===== src/hdl/pwds_pkg.sv =====
`default_nettype none

package pwds_pkg;

    localparam logic [1:0] KIND_START  = 2'd0;
    localparam logic [1:0] KIND_SAMPLE = 2'd1;
    localparam logic [1:0] KIND_REPORT = 2'd2;

    localparam int DIV_STEPS   = 16;
    localparam int DIV_CNT_W   = $clog2(DIV_STEPS);
    localparam int DUTY_W      = 16;
    localparam int DUR_W       = 32;
    localparam int SQ_W        = 64;

    typedef enum logic [2:0] {
        ST_IDLE,
        ST_FSQ,
        ST_FUPD,
        ST_RSQ,
        ST_RPREP,
        ST_DIV,
        ST_OUT
    } state_t;

    typedef struct packed {
        logic start;
        logic sample;
        logic capture;
        logic square;
        logic fall_update;
        logic rep_init;
        logic div_step;
        logic out_load;
    } cmd_t;

    typedef struct packed {
        logic level_now;
        logic div_last;
    } status_t;

endpackage

`default_nettype wire


===== src/hdl/pulse_width_duty_statistics_unit.sv =====
// Sample without falling edge and start: handled in the idle state; falling edge:
// square (32x32 square register), then accumulate. Report: from accept to m_tvalid
// goes square, sum prep, 16-step restoring divide, output load; next
// item is taken once the result sits in the output register.
// Reset (rst_n low, async): statistics cleared, min all ones, no result pending.
`default_nettype none

module pulse_width_duty_statistics_unit #(
    parameter int TIME_WIDTH = 32
) (
    input  wire logic         clk,
    input  wire logic         rst_n,
    input  wire logic         s_tvalid,
    output logic              s_tready,
    input  wire logic [39:0]  s_tdata,   // time_ticks[31:0], level[32], zero pad
    input  wire logic [1:0]   s_tuser,   // kind[1:0]
    output logic              m_tvalid,
    input  wire logic         m_tready,
    output logic [183:0]      m_tdata    // level_now[0], interval_count[32:1],
                                         // duty_fraction[48:33], sum_sq_duration[112:49],
                                         // min_duration[144:113], max_duration[176:145],
                                         // zero_elapsed[177], zero pad
);
    import pwds_pkg::*;

    cmd_t              cmd;
    status_t           status;
    logic              res_level;
    logic [DUR_W-1:0]  res_count;
    logic [DUTY_W-1:0] res_duty;
    logic [SQ_W-1:0]   res_sum_sq;
    logic [DUR_W-1:0]  res_min;
    logic [DUR_W-1:0]  res_max;
    logic              res_zero;

    pwds_ctrl u_ctrl (
        .clk       (clk),
        .rst_n     (rst_n),
        .in_valid  (s_tvalid),
        .in_kind   (s_tuser),
        .in_level  (s_tdata[32]),
        .in_ready  (s_tready),
        .out_valid (m_tvalid),
        .out_ready (m_tready),
        .status    (status),
        .cmd       (cmd)
    );

    pwds_dpath #(
        .TIME_WIDTH (TIME_WIDTH)
    ) u_dpath (
        .clk        (clk),
        .rst_n      (rst_n),
        .in_time    (s_tdata[31:0]),
        .in_level   (s_tdata[32]),
        .cmd        (cmd),
        .status     (status),
        .res_level  (res_level),
        .res_count  (res_count),
        .res_duty   (res_duty),
        .res_sum_sq (res_sum_sq),
        .res_min    (res_min),
        .res_max    (res_max),
        .res_zero   (res_zero)
    );

    assign m_tdata = {6'd0, res_zero, res_max, res_min, res_sum_sq,
                      res_duty, res_count, res_level};

endmodule

`default_nettype wire


===== src/hdl/pwds_ctrl.sv =====
`default_nettype none

module pwds_ctrl (
    input  wire logic              clk,
    input  wire logic              rst_n,
    input  wire logic              in_valid,
    input  wire logic [1:0]        in_kind,
    input  wire logic              in_level,
    output logic                   in_ready,
    output logic                   out_valid,
    input  wire logic              out_ready,
    input  wire pwds_pkg::status_t status,
    output pwds_pkg::cmd_t         cmd
);
    import pwds_pkg::*;

    state_t state_reg, state_next;
    logic   m_valid_reg, m_valid_next;
    logic   out_free;
    logic   accept;

    assign out_free  = !m_valid_reg || out_ready;
    assign in_ready  = (state_reg == ST_IDLE);
    assign accept    = in_valid && in_ready;
    assign out_valid = m_valid_reg;

    always_ff @(posedge clk or negedge rst_n)
    begin
        if (!rst_n)
        begin
            state_reg   <= ST_IDLE;
            m_valid_reg <= 1'b0;
        end
        else
        begin
            state_reg   <= state_next;
            m_valid_reg <= m_valid_next;
        end
    end

    always_comb
    begin
        state_next = state_reg;
        unique case (state_reg)
            ST_IDLE:
            begin
                if (accept)
                begin
                    if (in_kind == KIND_REPORT)
                        state_next = ST_RSQ;
                    else if (in_kind == KIND_SAMPLE && !in_level && status.level_now)
                        state_next = ST_FSQ;
                end
            end
            ST_FSQ:   state_next = ST_FUPD;
            ST_FUPD:  state_next = ST_IDLE;
            ST_RSQ:   state_next = ST_RPREP;
            ST_RPREP: state_next = ST_DIV;
            ST_DIV:
            begin
                if (status.div_last)
                    state_next = ST_OUT;
            end
            ST_OUT:
            begin
                if (out_free)
                    state_next = ST_IDLE;
            end
            default:  state_next = ST_IDLE;
        endcase
    end

    always_comb
    begin
        cmd          = '0;
        m_valid_next = m_valid_reg && !out_ready;
        unique case (state_reg)
            ST_IDLE:
            begin
                cmd.capture = accept;
                cmd.start   = accept && (in_kind == KIND_START);
                cmd.sample  = accept && (in_kind == KIND_SAMPLE);
            end
            ST_FSQ, ST_RSQ: cmd.square      = 1'b1;
            ST_FUPD:        cmd.fall_update = 1'b1;
            ST_RPREP:       cmd.rep_init    = 1'b1;
            ST_DIV:         cmd.div_step    = 1'b1;
            ST_OUT:
            begin
                if (out_free)
                begin
                    cmd.out_load = 1'b1;
                    m_valid_next = 1'b1;
                end
            end
            default: cmd = '0;
        endcase
    end

    a_ready_idle: assert property (@(posedge clk) disable iff (!rst_n)
        in_ready |-> state_reg == ST_IDLE)
        else $error("input taken outside idle");

    a_hold_result: assert property (@(posedge clk) disable iff (!rst_n)
        m_valid_reg && !out_ready |=> m_valid_reg)
        else $error("pending result dropped");

    a_div_end: assert property (@(posedge clk) disable iff (!rst_n)
        state_reg == ST_DIV && status.div_last |=> state_reg == ST_OUT)
        else $error("divider did not finish into output");

    a_valid_src: assert property (@(posedge clk) disable iff (!rst_n)
        $rose(m_valid_reg) |-> $past(state_reg) == ST_OUT)
        else $error("result raised outside output state");

endmodule

`default_nettype wire


===== src/hdl/pwds_dpath.sv =====
`default_nettype none

module pwds_dpath #(
    parameter int TIME_WIDTH = 32
) (
    input  wire logic                        clk,
    input  wire logic                        rst_n,
    input  wire logic [31:0]                 in_time,
    input  wire logic                        in_level,
    input  wire pwds_pkg::cmd_t              cmd,
    output pwds_pkg::status_t                status,
    output logic                             res_level,
    output logic [pwds_pkg::DUR_W-1:0]       res_count,
    output logic [pwds_pkg::DUTY_W-1:0]      res_duty,
    output logic [pwds_pkg::SQ_W-1:0]        res_sum_sq,
    output logic [pwds_pkg::DUR_W-1:0]       res_min,
    output logic [pwds_pkg::DUR_W-1:0]       res_max,
    output logic                             res_zero
);
    import pwds_pkg::*;

    localparam int TW = TIME_WIDTH;
    localparam int DW = (TW > DUR_W) ? TW : DUR_W + 1;
    localparam int RW = ((TW > DUR_W) ? TW : DUR_W) + 1;

    logic                 level_reg;
    logic [TW-1:0]        edge_time_reg;
    logic [TW-1:0]        begin_time_reg;
    logic [DUR_W-1:0]     count_reg;
    logic [DUR_W-1:0]     high_sum_reg;
    logic [SQ_W-1:0]      high_sum_sq_reg;
    logic [DUR_W-1:0]     min_reg;
    logic [DUR_W-1:0]     max_reg;

    logic [DUR_W-1:0]     dur_reg;
    logic                 over_reg;
    logic [TW-1:0]        elapsed_reg;
    logic [SQ_W-1:0]      sq_reg;
    logic [SQ_W-1:0]      rep_sq_reg;
    logic [RW-1:0]        rem_reg;
    logic [DUTY_W-1:0]    quo_reg;
    logic                 sat_reg;
    logic [DIV_CNT_W-1:0] div_cnt_reg;

    logic [TW-1:0]        now;
    logic [TW-1:0]        diff;
    logic [DW-1:0]        diff_ext;
    logic                 diff_over;
    logic                 open_ok;
    logic [DUR_W:0]       sum_add;
    logic [DUR_W-1:0]     sum_sat;
    logic [SQ_W:0]        sq_add;
    logic [SQ_W-1:0]      sq_sat;
    logic [SQ_W-1:0]      prod;
    logic [RW-1:0]        elapsed_ext;
    logic [RW-1:0]        rem_sh;
    logic                 rem_ge;

    assign now       = TW'(in_time);
    assign diff      = now - edge_time_reg;
    assign diff_ext  = DW'(diff);
    assign diff_over = diff_ext > DW'({DUR_W{1'b1}});
    assign open_ok   = cmd.sample || level_reg;

    assign sum_add = {1'b0, high_sum_reg} + {1'b0, dur_reg};
    assign sum_sat = sum_add[DUR_W] ? {DUR_W{1'b1}} : sum_add[DUR_W-1:0];
    assign sq_add  = {1'b0, high_sum_sq_reg} + {1'b0, sq_reg};
    assign sq_sat  = sq_add[SQ_W] ? {SQ_W{1'b1}} : sq_add[SQ_W-1:0];
    assign prod    = SQ_W'(dur_reg) * SQ_W'(dur_reg);

    assign elapsed_ext = RW'(elapsed_reg);
    assign rem_sh      = {rem_reg[RW-2:0], 1'b0};
    assign rem_ge      = rem_sh >= elapsed_ext;

    assign status.level_now = level_reg;
    assign status.div_last  = (div_cnt_reg == DIV_CNT_W'(DIV_STEPS - 1));

    always_ff @(posedge clk or negedge rst_n)
    begin
        if (!rst_n)
        begin
            level_reg       <= 1'b0;
            edge_time_reg   <= '0;
            begin_time_reg  <= '0;
            count_reg       <= '0;
            high_sum_reg    <= '0;
            high_sum_sq_reg <= '0;
            min_reg         <= '1;
            max_reg         <= '0;
        end
        else
        begin
            if (cmd.start)
            begin
                level_reg       <= in_level;
                edge_time_reg   <= now;
                begin_time_reg  <= now;
                count_reg       <= '0;
                high_sum_reg    <= '0;
                high_sum_sq_reg <= '0;
                min_reg         <= '1;
                max_reg         <= '0;
            end
            else if (cmd.sample)
            begin
                if (in_level && !level_reg)
                    edge_time_reg <= now;
                level_reg <= in_level;
            end
            else if (cmd.fall_update)
            begin
                high_sum_reg    <= sum_sat;
                high_sum_sq_reg <= sq_sat;
                if (count_reg != '1)
                    count_reg <= count_reg + 1'b1;
                if (dur_reg < min_reg)
                    min_reg <= dur_reg;
                if (dur_reg > max_reg)
                    max_reg <= dur_reg;
            end
        end
    end

    // report with level low sees an empty open interval
    always_ff @(posedge clk)
    begin
        if (cmd.capture)
        begin
            over_reg    <= open_ok && diff_over;
            dur_reg     <= !open_ok ? '0 :
                           diff_over ? {DUR_W{1'b1}} : diff_ext[DUR_W-1:0];
            elapsed_reg <= now - begin_time_reg;
        end
        if (cmd.square)
            sq_reg <= over_reg ? {SQ_W{1'b1}} : prod;
        if (cmd.rep_init)
        begin
            rep_sq_reg  <= sq_sat;
            rem_reg     <= RW'(sum_sat);
            sat_reg     <= RW'(sum_sat) >= elapsed_ext;
            quo_reg     <= '0;
            div_cnt_reg <= '0;
        end
        if (cmd.div_step)
        begin
            rem_reg     <= rem_ge ? rem_sh - elapsed_ext : rem_sh;
            quo_reg     <= {quo_reg[DUTY_W-2:0], rem_ge};
            div_cnt_reg <= div_cnt_reg + 1'b1;
        end
        if (cmd.out_load)
        begin
            res_level  <= level_reg;
            res_count  <= count_reg;
            res_sum_sq <= rep_sq_reg;
            res_min    <= min_reg;
            res_max    <= max_reg;
            res_zero   <= (elapsed_reg == '0);
            res_duty   <= (elapsed_reg == '0) ? '0 : sat_reg ? '1 : quo_reg;
        end
    end

    a_minmax_order: assert property (@(posedge clk) disable iff (!rst_n)
        count_reg != '0 |-> min_reg <= max_reg)
        else $error("min above max");

    a_empty_stats: assert property (@(posedge clk) disable iff (!rst_n)
        count_reg == '0 |-> min_reg == '1 && max_reg == '0)
        else $error("min or max set with no interval");

    a_rem_bound: assert property (@(posedge clk) disable iff (!rst_n)
        cmd.rep_init || (cmd.div_step && !sat_reg) |=> sat_reg || rem_reg < elapsed_ext)
        else $error("divider remainder out of range");

endmodule

`default_nettype wire

===== config.mk =====
export PLATFORM = sky130hd
export DESIGN_NAME = pulse_width_duty_statistics_unit
export DESIGN_NICKNAME = d
export VERILOG_FILES = /design/src/hdl/pwds_pkg.sv /design/src/hdl/pulse_width_duty_statistics_unit.sv /design/src/hdl/pwds_ctrl.sv /design/src/hdl/pwds_dpath.sv
export SDC_FILE = /design/constraint.sdc
export NUM_CORES = 2
export LEC_CHECK = 0
export BUFFER_PORTS_ARGS = -buffer_cell sky130_fd_sc_hd__buf_2
export CORE_MARGIN = 3
export CORE_UTILIZATION = 45
export CTS_CLUSTER_SIZE = 28
export DETAILED_ROUTE_END_ITERATION = 6
export PLACE_DENSITY_LB_ADDON = 0.08
export SETUP_SLACK_MARGIN = 0.1
export SLEW_MARGIN = 5
export SYNTH_ARGS = -nofsm -noshare
export SYNTH_HDL_FRONTEND = slang
export SYNTH_SLANG_ARGS = --single-unit

===== constraint.sdc =====
create_clock -name clk -period 10.9 [get_ports clk]
set_input_delay 1.09 -clock clk [delete_from_list [all_inputs] [get_ports clk]]
set_output_delay 1.09 -clock clk [all_outputs]
set_load 0.02 [all_outputs]

# Word-level counts from Yosys, hierarchy flattened
# Cells that the tools add are included.
dict set report classes {
  n_lt_le_gt_ge 5
  mux 49
  add_sub_neg 7
  eq_ne 15
  reduce_logical 31
  mul 1
}
# op count
set op_table {}
lappend op_table {{$mux W32} 23}
lappend op_table {{$mux W64} 4}
lappend op_table {{$sub A32 B32 Y32} 3}
lappend op_table {{$add A64 B64 Y65} 1}
lappend op_table {{$mul A32 B32 Y64} 1}
lappend op_table {{$mux W16} 3}
lappend op_table {{$add A32 B32 Y33} 1}
lappend op_table {{$ge A33 B32 Y1} 1}
lappend op_table {{$add A32 B1 Y32 const B} 1}
lappend op_table {{$ge A32 B32 Y1} 1}
lappend op_table {{$gt A32 B32 Y1} 1}
lappend op_table {{$gt A32 B32 Y1 const B} 1}
lappend op_table {{$logic_not A32 Y1} 1}
lappend op_table {{$lt A32 B32 Y1} 1}
lappend op_table {{$ne A32 B32 Y1 const B} 1}
lappend op_table {{$mux W3} 6}
lappend op_table {{$pmux W3 S6} 1}
lappend op_table {{$reduce_bool A2 Y1} 7}
lappend op_table {{$mux W1} 10}
lappend op_table {{$eq A3 B3 Y1 const B} 3}
lappend op_table {{$reduce_and A3 Y1} 3}
lappend op_table {{$logic_and A1 B1 Y1} 8}
lappend op_table {{$mux W4} 2}
lappend op_table {{$eq A3 B2 Y1 const B} 2}
lappend op_table {{15 further kinds} 22}
dict set report word_totals {
  inputBits 46
  wordCells 134
  regBits 685
  out_inout_bits 186
}

# Depth between registers and ports, before layout
dict set report logic_depth {
  depth_word 7
  mapped_depth 31
  depth_no_buf 28
}

# By module
# Synthesis repeated with hierarchy kept, for this count alone.
dict set report unflattened {
  cells_unflattened 6695
  area_unflattened_um2 67173.2
}
# module area_each_um2 seq_area_each_um2 n_inst cells_per_inst
set by_module_without_submodules {}
lappend by_module_without_submodules {pwds_dpath 66770.3 19143.4 1 6653}
lappend by_module_without_submodules {pwds_ctrl 339.1 100.1 1 33}
lappend by_module_without_submodules {pulse_width_duty_statistics_unit 63.8 0.0 1 9}

# Worst setup path after synthesis
# No wires, ideal clock.
dict set report synth_timing {
  path_kind {input -> register}
  start {input port m_tready}
  end {register u_dpath.res_count[0] (netlist name) (enable)}
  path_stages 2
  setup_slack_ns 1.673
  path_buffers 0
  t_arrival_ns 8.508
  t_required_ns 10.181
  setup_ns 0.719
  path_cell_list {nor2b_1 nor2_1}
}
# element line_no
set synth_lines {}
lappend synth_lines {{start: declaration} pulse_width_duty_statistics_unit.sv:18} ;# input wire logic m_tready,
lappend synth_lines {{end signal: assignment} pwds_dpath.sv:153} ;# res_count <= count_reg;
lappend synth_lines {{end: declaration} pwds_dpath.sv:13} ;# output logic [pwds_pkg::DUR_W-1:0] res_count,

# Worst setup path after layout
dict set report layout_timing {
  start {register u_dpath.dur_reg[4]}
  end {register u_dpath.sq_reg[57] (data pin)}
}
dict set report layout_between {
  elab_chain_cells 1
}
# element line_no
set layout_lines {}
lappend layout_lines {{start: declaration} pwds_dpath.sv:35} ;# logic [DUR_W-1:0] dur_reg;
lappend layout_lines {{start signal: assignment} pwds_dpath.sv:130} ;# dur_reg <= !open_ok ? '0 :
lappend layout_lines {{$mul A32 B32 Y64} pwds_dpath.sv:69} ;# assign prod = SQ_W'(dur_reg) * SQ_W'(dur_reg);
lappend layout_lines {{via u_dpath.prod[57]} pwds_dpath.sv:54} ;# logic [SQ_W-1:0] prod;
lappend layout_lines {{end signal: assignment} pwds_dpath.sv:135} ;# sq_reg <= over_reg ? {SQ_W{1'b1}} : prod;
lappend layout_lines {{end: declaration} pwds_dpath.sv:38} ;# logic [SQ_W-1:0] sq_reg;
# The timed path passes the listed nets, and every way through them passes these cells.
# A chain may end at the register's enable or synchronous reset.

==> impl_metrics.tcl <==
set metrics [dict create \
    synth-seq-cells 683 \
    drt_wl_total_um 196000 \
    drc 0 \
    tritoncts "built" \
    place_area_um2 69400 \
    drive_gt1_frac 0.0819 \
    drv_slew 0 \
    finalCriticalPeriod_ns 9.43 \
    timing_worst_setup_path_type "reg -> reg" \
    htreeDepth 3 \
    num_vias 48000 \
    finalNetCount 8281 \
    clock_path_buffers 3 \
    dp_cells 8689 \
    netlist_area_um2 66200 \
    cts_root_buf "clkbuf_16" \
    synth_cell_types 101 \
    place.gp.congestion 0.924 \
    clock-sinks 683 \
    drt_first_pass_iters 6 \
    pin_count 232 \
    synth-compound-area-share 0.118 \
    clock.fmax_mhz 106 \
    end_kind "flip-flop" \
    start_util 0.454 \
    ys_seq_area_frac 0.291 \
    hold_buffers 0 \
    synth_top_family_by_area "adder cells" \
    async_reset_ff_frac 0.382 \
    final_common_cell "inv_1" \
    fin_cells 8837 \
    synthFlopType "edfxtp_1" \
    io_buffers 218 \
    die_w_um 390 \
    synth-xor-area-share 0.0369 \
    clock_latency_ns 0.69 \
    final.setup.tns_ns 0 \
    rsz0062_at_grt "no" \
    synthMuxAreaShare 0.00195 \
    worst_pin_slew_ns 1.26 \
    clkTransAtPathRegs_ns 0.06 \
    post_drt_via_cell_ratio 5.44 \
    grt_usage 0.260 \
    fin_area_um2 72100 \
    coreArea_um2 146000 \
    numCtsBuffers 79 \
    dieArea_um2 152000 \
    setup_violations 0 \
    rr_startpoint "u_dpath.dur_reg[4]$_SDFFCE_PN0P_" \
    relSlewSlack 0.156 \
    synthCells 6726 \
    cts_setup_buffers 0 \
    synth_edf_count 422 \
    setup.worst_path.start_class "flip-flop" \
    cp.arrival_ns 9.85 \
    cp.required_ns 11.32 \
    grt_max_degree 76 \
    wl_per_cell_um 22.2 \
    hpwl_um 147000 \
    grt_pass1_vias 49000 \
    grt_pass1_wl_um 297000 \
    finalClockSkew_ns 0.0264 \
    fin_crit_sh 0.865 \
    antenna_found_initial 2 \
    layout_common_cells "inv_1 (1209), fa_1 (796), ha_1 (586)" \
    drtAntennaViolNets 0 \
    num_rows 140 \
    yosysTopAreaCell "fa_1" \
    yosys.area_share.simple 0.116 \
    hold_violations 0 \
    crit_path_start "u_dpath.dur_reg[4]$_SDFFCE_PN0P_" \
    crit_fanout 14 \
    min_path_type "in -> async" \
    die_y_um 390 \
    synth_warnings 0 \
    cts_resized 0 \
    n_antenna_cell 0 \
    syn2layout_area_growth_pct 8.96 \
    avgSynthCellArea_um2 9.84 \
    synth.area.top_cells "fa_1 (24%), edfxtp_1 (19%), ha_1 (11%)" \
    grt-ovfl-total 0 \
    synth_top_area_frac 0.241 \
    synthAdderAreaFrac 0.351 \
    drt_iter0_drc 3379 \
    status "finished clean" \
    cap_violations 0 \
]
-- critical path, cell delays in order (launching register included) --
cell and delay [ns]:
edfxtp_1 0.36, clkinv_1 0.87, buf_4 0.54, nor2_1 0.27, fa_1 0.50, fa_1 0.48, fa_1 0.59, inv_1 0.07
fa_1 0.56, inv_1 0.07, fa_1 0.48, fa_1 0.54, fa_1 0.46, fa_1 0.46, ha_1 0.39, a21oi_1 0.24
o21ai_0 0.15, a31oi_1 0.20, nor2_1 0.06, a2111oi_0 0.67, a21oi_1 0.25, a21o_1 0.29, a21boi_1 0.34, o31ai_1 0.14
xor2_1 0.16
-- path summary, 6_finish.rpt --
check                                                   endpoint  slack, ns  cells past startpoint
setup / recovery                    u_dpath.sq_reg[57]$_DFFE_PP_       1.47                     24
hold / removal                  u_dpath.count_reg[4]$_DFFE_PN0P_       0.36                      1
setup reg to reg                    u_dpath.sq_reg[57]$_DFFE_PP_       1.47                     24
hold reg to reg                 u_dpath.res_sum_sq[35]$_DFFE_PP_       0.40                      0
max in group asynchronous  u_dpath.edge_time_reg[12]$_DFFE_PN0P_       8.28                      3
min in group clk                u_dpath.res_sum_sq[35]$_DFFE_PP_       0.40                      0
-- cells in the mapped netlist, types with 153 or more instances --
cell type / number
a21o_1: 178
a21oi_1: 293
clkbuf_1: 221
dfrtp_1: 229
edfxtp_1: 422
fa_1: 796
ha_1: 586
inv_1: 1210
nand2_1: 569
nor2_1: 561
o21ai_0: 266
xnor2_1: 153
-- metal layers --
metal	wire length (um)	GRT usage
met5	0	0
met4	5570	0.0712
met3	14900	0.0577
met2	86300	0.400
met1	89300	0.371
-- cell type report --
type                            instances  area, um^2
Multi-Input combinational cell       4566       41400
Tap cell                             1917        2400
Clock inverter                         43         512
Sequential cell                       683       19200
Fill cell                           13800       73800
Timing Repair Buffer                  306        1760
Clock buffer                          105        2230
Inverter                             1217        4570
-- logic make-up (layout without fill, tap and decap cells) --
kind of cell	count (synthesis)	after routing
AND/OR/NAND/NOR	1702	1702
buffers and inverters	1482	1671
adder cells (fa/ha/maj)	1382	1382
AO/OA/AOI/OAI	1185	1185
flip-flops	683	683
XOR/XNOR	279	279
multiplexers	12	12
other	1	6
-- metrics by stage --
step	util	worst slack [ns]	hold slack (ns)
floorplan	-	1.67	0.400
global placement	0.476	1.61	0.405
detailed placement	0.476	1.60	0.405
CTS	0.494	1.53	0.320
global route	0.494	1.11	0.361
finish	0.494	1.47	0.356
Power is not shown: default switching activity piles up to over one toggle a cycle in this logic, so the estimate is an artifact.
